### src/swm_pkg.sv
// ----------------------------------------------------------------------------
// swm_pkg: shared types and constants for the sliding window median filter
// Widths, the signed-to-unsigned key bias and the cell data structures.
// ----------------------------------------------------------------------------
package swm_pkg;

    localparam int WINDOW_MAX = 64;
    localparam int DATA_W     = 32;
    localparam int LEN_W      = 7;
    localparam int AGE_W      = 6;
    localparam int IDX_W      = 6;

    // Flipping the sign bit turns signed order into unsigned order.
    localparam logic [DATA_W-1:0] SIGN_BIAS = 32'h8000_0000;

    typedef struct packed {
        logic [DATA_W-1:0] key;
        logic [AGE_W-1:0]  age;
    } cell_t;

    // Broadcast to every cell for the word being taken in.
    typedef struct packed {
        logic [DATA_W-1:0] key;
        logic [AGE_W-1:0]  len_m1;
        logic              full;
        logic              load;
    } cell_ctrl_t;

endpackage

### src/swm_cell.sv
// ----------------------------------------------------------------------------
// swm_cell: one slot of the sorted window
// Holds one sample key and its age; removes the oldest sample and inserts
// the new one together, trading entries with its neighbours.
// ----------------------------------------------------------------------------
module swm_cell (
    input  logic               aclk,
    input  swm_pkg::cell_ctrl_t ctrl_i,
    input  logic               valid_i,
    input  logic               rem_valid_i,
    input  logic               left_g_i,
    input  swm_pkg::cell_t     left_rem_i,
    input  swm_pkg::cell_t     right_i,
    input  logic               dl_i,
    output swm_pkg::cell_t     stored_o,
    output swm_pkg::cell_t     rem_o,
    output logic               g_o,
    output logic               dl_o
);
    import swm_pkg::*;

    cell_t data_reg;
    cell_t data_next;
    logic  del_self;

    // The evicted sample is the one whose age has reached the window length minus one.
    assign del_self = ctrl_i.full && valid_i && (data_reg.age == ctrl_i.len_m1);
    assign dl_o     = dl_i || del_self;
    // Once the eviction point lies at or before this slot, the entry closes up.
    assign rem_o    = dl_o ? right_i : data_reg;
    assign g_o      = !rem_valid_i || (rem_o.key > ctrl_i.key);

    always_comb begin
        if (left_g_i) begin
            data_next.key = left_rem_i.key;
            data_next.age = left_rem_i.age + 1'b1;
        end else if (g_o) begin
            data_next.key = ctrl_i.key;
            data_next.age = '0;
        end else begin
            data_next.key = rem_o.key;
            data_next.age = rem_o.age + 1'b1;
        end
    end

    always_ff @(posedge aclk) begin
        if (ctrl_i.load) begin
            data_reg <= data_next;
        end
    end

    assign stored_o = data_reg;

endmodule

### config.mk
export PLATFORM = sky130hd
export DESIGN_NAME = swm_cell
export DESIGN_NICKNAME = d
export VERILOG_FILES = /design/src/swm_pkg.sv /design/src/swm_cell.sv
export SDC_FILE = /design/constraint.sdc
export NUM_CORES = 1
export LEC_CHECK = 0
export ABC_AREA = 1
export BUFFER_PORTS_ARGS = -buffer_cell sky130_fd_sc_hd__buf_2
export CORE_MARGIN = 2
export CORE_UTILIZATION = 51
export DETAILED_ROUTE_END_ITERATION = 12
export GPL_ROUTABILITY_DRIVEN = 0
export PLACE_DENSITY = 0.85
export SLEW_MARGIN = 20
export SYNTH_ARGS = -nofsm -noshare
export SYNTH_HDL_FRONTEND = slang
export SYNTH_SLANG_ARGS = --single-unit
### constraint.sdc
create_clock -name aclk -period 4.75 [get_ports aclk]
set_clock_uncertainty 0.05 [all_clocks]
set_input_delay 0.2375 -clock aclk [delete_from_list [all_inputs] [get_ports aclk]]
set_output_delay 0.2375 -clock aclk [all_outputs]
set_load 0.01 [all_outputs]
; Yosys cells after proc, flatten, opt, wreduce, memory -nomap -nowiden
; Cells that the tools add are included.
[classes]
addsub = 2
n_reduce_logical = 5
muxes = 3
order_cmp = 1
eq_ne = 1
[ops]
columns = cell, count
row1 = $mux 38, 3
row2 = $gt 32x32->1, 1
row3 = $add 6x1->6 const B, 2
row4 = $eq 6x6->1, 1
row5 = $logic_and 1x1->1, 2
row6 = $logic_or 1x1->1, 2
row7 = $logic_not 1->1, 1
[word_totals]
register_bits = 38
elab_cells = 14

; Longest topological paths before layout
[depth]
ltp_word = 8
ltp_mapped = 29

; Least setup slack after synthesis
; No wires, ideal clock.
[synth_path]
path_kind = register to register
from = register data_reg (netlist bit stored_o[3])
to = register data_reg (netlist bit stored_o[28]), data pin
period_less_slack_ns = 3.069
slack_ns = 1.681
setup_time_ns = 0.254
stages_incl_launch_ff = 27
n_path_buf = 3
t_arrival_ns = 2.765
path_cell_list = edfxtp_1 > inv_2 > nor2_1 > nor2_1 > nand3_2 > nor2_2 > nor2_2 > buf_6 > buf_6 > nand2_1 > o21a_1 > inv_1 > ha_1 > nand2_1 > nor2_1 > nand2_1 > inv_1 > nand2_1 > nand2_1 > nand2_1 > nand2_1 > nand2_2 > nand2_4 > buf_2 > nand2_1 > nand3_1 > nand2_1
[synth_rtl]
columns = item, line_no
row1 = start: declaration, swm_cell.sv:22  ; cell_t data_reg;
row2 = start signal: assignment, swm_cell.sv:48  ; data_reg <= data_next;

; Worst setup path in the final report
[layout_path]
from = register data_reg (netlist bit stored_o[1])
to = output port g_o
[layout_via]
elab_chain_len = 6
[layout_rtl]
columns = item, line_no
row1 = $eq 6x6->1, swm_cell.sv:27  ; assign del_self = ctrl_i.full && valid_i && (data_reg.age == ctrl_i.len_m1);
row2 = $logic_and 1x1->1, swm_cell.sv:27
row3 = $logic_or 1x1->1, swm_cell.sv:28  ; assign dl_o = dl_i || del_self;
row4 = $mux 38, swm_cell.sv:30  ; assign rem_o = dl_o ? right_i : data_reg;
row5 = $gt 32x32->1, swm_cell.sv:31  ; assign g_o = !rem_valid_i || (rem_o.key > ctrl_i.key);
row6 = $logic_or 1x1->1, swm_cell.sv:31
row7 = end: declaration, swm_cell.sv:17  ; output logic g_o,
; No other way between the ends.

==> results.json <==
{
  "yosys_warnings": 0,
  "slew_headroom": 0.353,
  "grt_max_degree": 39,
  "tritoncts": "yes",
  "ys_seq_area_frac": 0.286,
  "root_buffer": "clkbuf_8",
  "slowest_stage": "nor2_4",
  "cts_buffer_depth": 2,
  "dp_cells": 885,
  "finalWorstSetupSlack_ns": 0.519,
  "path_cells": "inv_1, nand2_2, nand2_1, nor2_2, nand2_2, nor2_2, nor2_4, buf_12, o21a_1, inv_1, ha_1, nand2_1, nor2_1, nand4_1, nor2_1, nand2_1, nand2_1, nand2_2, nand2_4, buf_2",
  "fin_nets": 945,
  "start_util": 0.521,
  "fill_cells": 718,
  "syn-cell-area_um2": 3990,
  "cpPeakStageDelay_ns": 0.62,
  "regArea_um2": 1140,
  "cts_buffers": 5,
  "drt_pre_antenna_iters": 5,
  "vias": 4568,
  "grtUsageTotal": 0.267,
  "die_area_um2": 8540,
  "synth_fp_nets": 762,
  "min_path_type": "in2reg",
  "drt_iter0_markers": 314,
  "dpl.hpwl_um": 9160,
  "setup_tns_ns": 0,
  "ant_nets": 0,
  "netlist_instances": 607,
  "peakVddDrop_uv": 141,
  "antenna_found_initial": 0,
  "path_depth": 20,
  "synthFlopType": "edfxtp_1",
  "multi_input_area_um2": 2230,
  "cp_data_required_time_ns": 4.46,
  "period_minus_slack_ns": 4.23,
  "chipHeight_um": 92.4,
  "powerDensity_nw_per_um2": 231,
  "post_drt_wl_per_cell_um": 13.6,
  "drv_cap": 0,
  "syn_to_final_growth_pct": 27.5,
  "grt_pass1_wl_um": 18700,
  "largest_reg_flops": 38,
  "r2r_end": "stored_o[18]",
  "tightest_slew_ns": 0.971,
  "rsz0062_at_grt": "false",
  "critPathArrivalTime_ns": 3.94,
  "port_buffers": 198,
  "dp_slack_ns": 0.685,
  "cp-end-kind": "output port",
  "coreArea_um2": 7650,
  "routed_wl_um": 12100,
  "htreeDepth": 2,
  "viasPerCell": 5.12,
  "avgSynthCellArea_um2": 6.57,
  "startpoint_type": "flop",
  "diodes": 0,
  "p_leak_nw": 3.07,
  "fin_crit_sh": 0.891,
  "io_pins": 199,
  "fin_util": 0.664,
  "critical_path_class": "reg2out",
  "critical_path.startpoint": "stored_o[1]",
  "crit_top_cell": "nand2_1",
  "timing.fmax_ghz": 0.236,
  "finalMaxSlewViolations": 0,
  "post-cts-setup-buffers": 0,
  "ctsHoldBuffers": 0,
  "crit_buf_inv": 4,
  "ys_ff_latch": 38,
  "endpoint": "g_o",
  "num_rows": 32,
  "fin_cells": 892,
  "regToRegSetupSlack_ns": 0.70,
  "drc": 0,
  "grt_pass1_vias": 4275,
  "cp_max_fo": 35,
  "setup_violations": 0,
  "reg2reg_depth": 23,
  "cts_num_sinks": 38,
  "clkLatencyLatePin_ns": 0.30,
  "gr-total-overflow": 0,
  "ys_async_sr_fraction": 0,
  "synth-edff-count": 38,
  "synth.distinct_cells": 27,
  "outcome": "finished, final reports clean",
  "die_w_um": 92.4,
  "path_clk_slew_ns": 0.09,
  "drive_above_1_share": 0.285,
  "timing.rr.start": "stored_o[1]",
  "ctsResizeCount": 0,
  "final-hold-violation-count": 0,
  "crit_family": "simple AND/OR/NAND/NOR gates"
}
-- cell type report --
| class | instances | share of cell area |
|---|---|---|
| inverter | 120 | 0.0886 |
| multi-input combinational | 424 | 0.440 |
| clock buffer | 5 | 0.0135 |
| timing repair buffer | 201 | 0.202 |
| tap | 102 | 0.0251 |
| clock inverter | 2 | 0.00665 |
| sequential | 38 | 0.225 |
-- through the flow --
step	cell area (µm²)	hold WS [ns]	total power, mW
after floorplan	3990	0.300	0.721
after global placement	4980	0.458	0.880
after detailed placement	4980	0.461	0.895
after CTS	5080	0.146	1.18
after global routing	5080	0.160	1.24
final	5080	0.151	1.18
-- worst min-delay path by stage --
| stage | start | endpoint | slack [ns] | cells past startpoint |
|---|---|---|---|---|
| after floorplan | ctrl_i[0] | stored_o[0] | 0.30 | 0 |
| after global placement | left_rem_i[20] | stored_o[20] | 0.46 | 3 |
| after detailed placement | left_rem_i[24] | stored_o[24] | 0.46 | 3 |
| final | left_rem_i[27] | stored_o[27] | 0.15 | 3 |
| after CTS | left_rem_i[24] | stored_o[24] | 0.15 | 3 |
| after global routing | left_rem_i[24] | stored_o[24] | 0.16 | 3 |
-- worst min-delay path, delay by kind of cell --
kind	cells	cell delay, ns
AND/OR/NAND/NOR	2	0.09
buffers and inverters	1	0.07
-- per-layer routing --
layer / share of wire / track usage / wire (µm)
met5: 0 / 0 / 0
met4: 0.010 / 0.0784 / 127
met3: 0.090 / 0.0423 / 1090
met2: 0.49 / 0.485 / 5930
met1: 0.41 / 0.325 / 4960
-- cell usage after synthesis, types with 2 or more instances --
master,number,share of area
o21ai_0,9,0.011
xor2_1,2,0.0044
inv_2,2,0.0019
ha_1,34,0.11
o21ai_2,2,0.0044
o22ai_1,2,0.0031
buf_1,6,0.0057
nand2_1,206,0.19
a21oi_1,18,0.023
clkbuf_1,4,0.0038
o21a_1,32,0.060
nand2_2,6,0.0094
inv_1,118,0.11
nand4_1,2,0.0031
o21ai_1,4,0.0050
nand3_1,76,0.095
nor2_2,5,0.0078
nor2_1,20,0.019
edfxtp_1,38,0.29
buf_2,7,0.0088
buf_6,7,0.020
a21o_1,2,0.0038
-- placed cells by master (no fill, tap or decap), drive strengths merged, types with 5 or more instances in the layout --
cell type / count
o21ai: 15
edfxtp: 38
inv: 120
buf: 201
o21a: 32
nand3: 77
nand2: 213
clkbuf: 5
ha: 34
a21oi: 18
nor2: 25
-- power by group --
group / internal [mW] / total (mW) / switching (mW)
logic: 0.185 / 0.467 / 0.283
clock network: 0.152 / 0.284 / 0.131
registers: 0.407 / 0.424 / 0.0168
total: 0.744 / 1.18 / 0.431
-- cells by family (layout without fill, tap and decap cells) --
kind of cell    Yosys count  count (layout)  share of synthesized area
flops                    38              38                      0.286
fa+ha+maj                34              34                      0.107
xor+xnor                  2               2                    0.00440
compound gates           70              70                      0.112
simple gates            318             318                      0.336
buf+inv                 145             328                      0.154
Power figures use the tool's default switching activity.
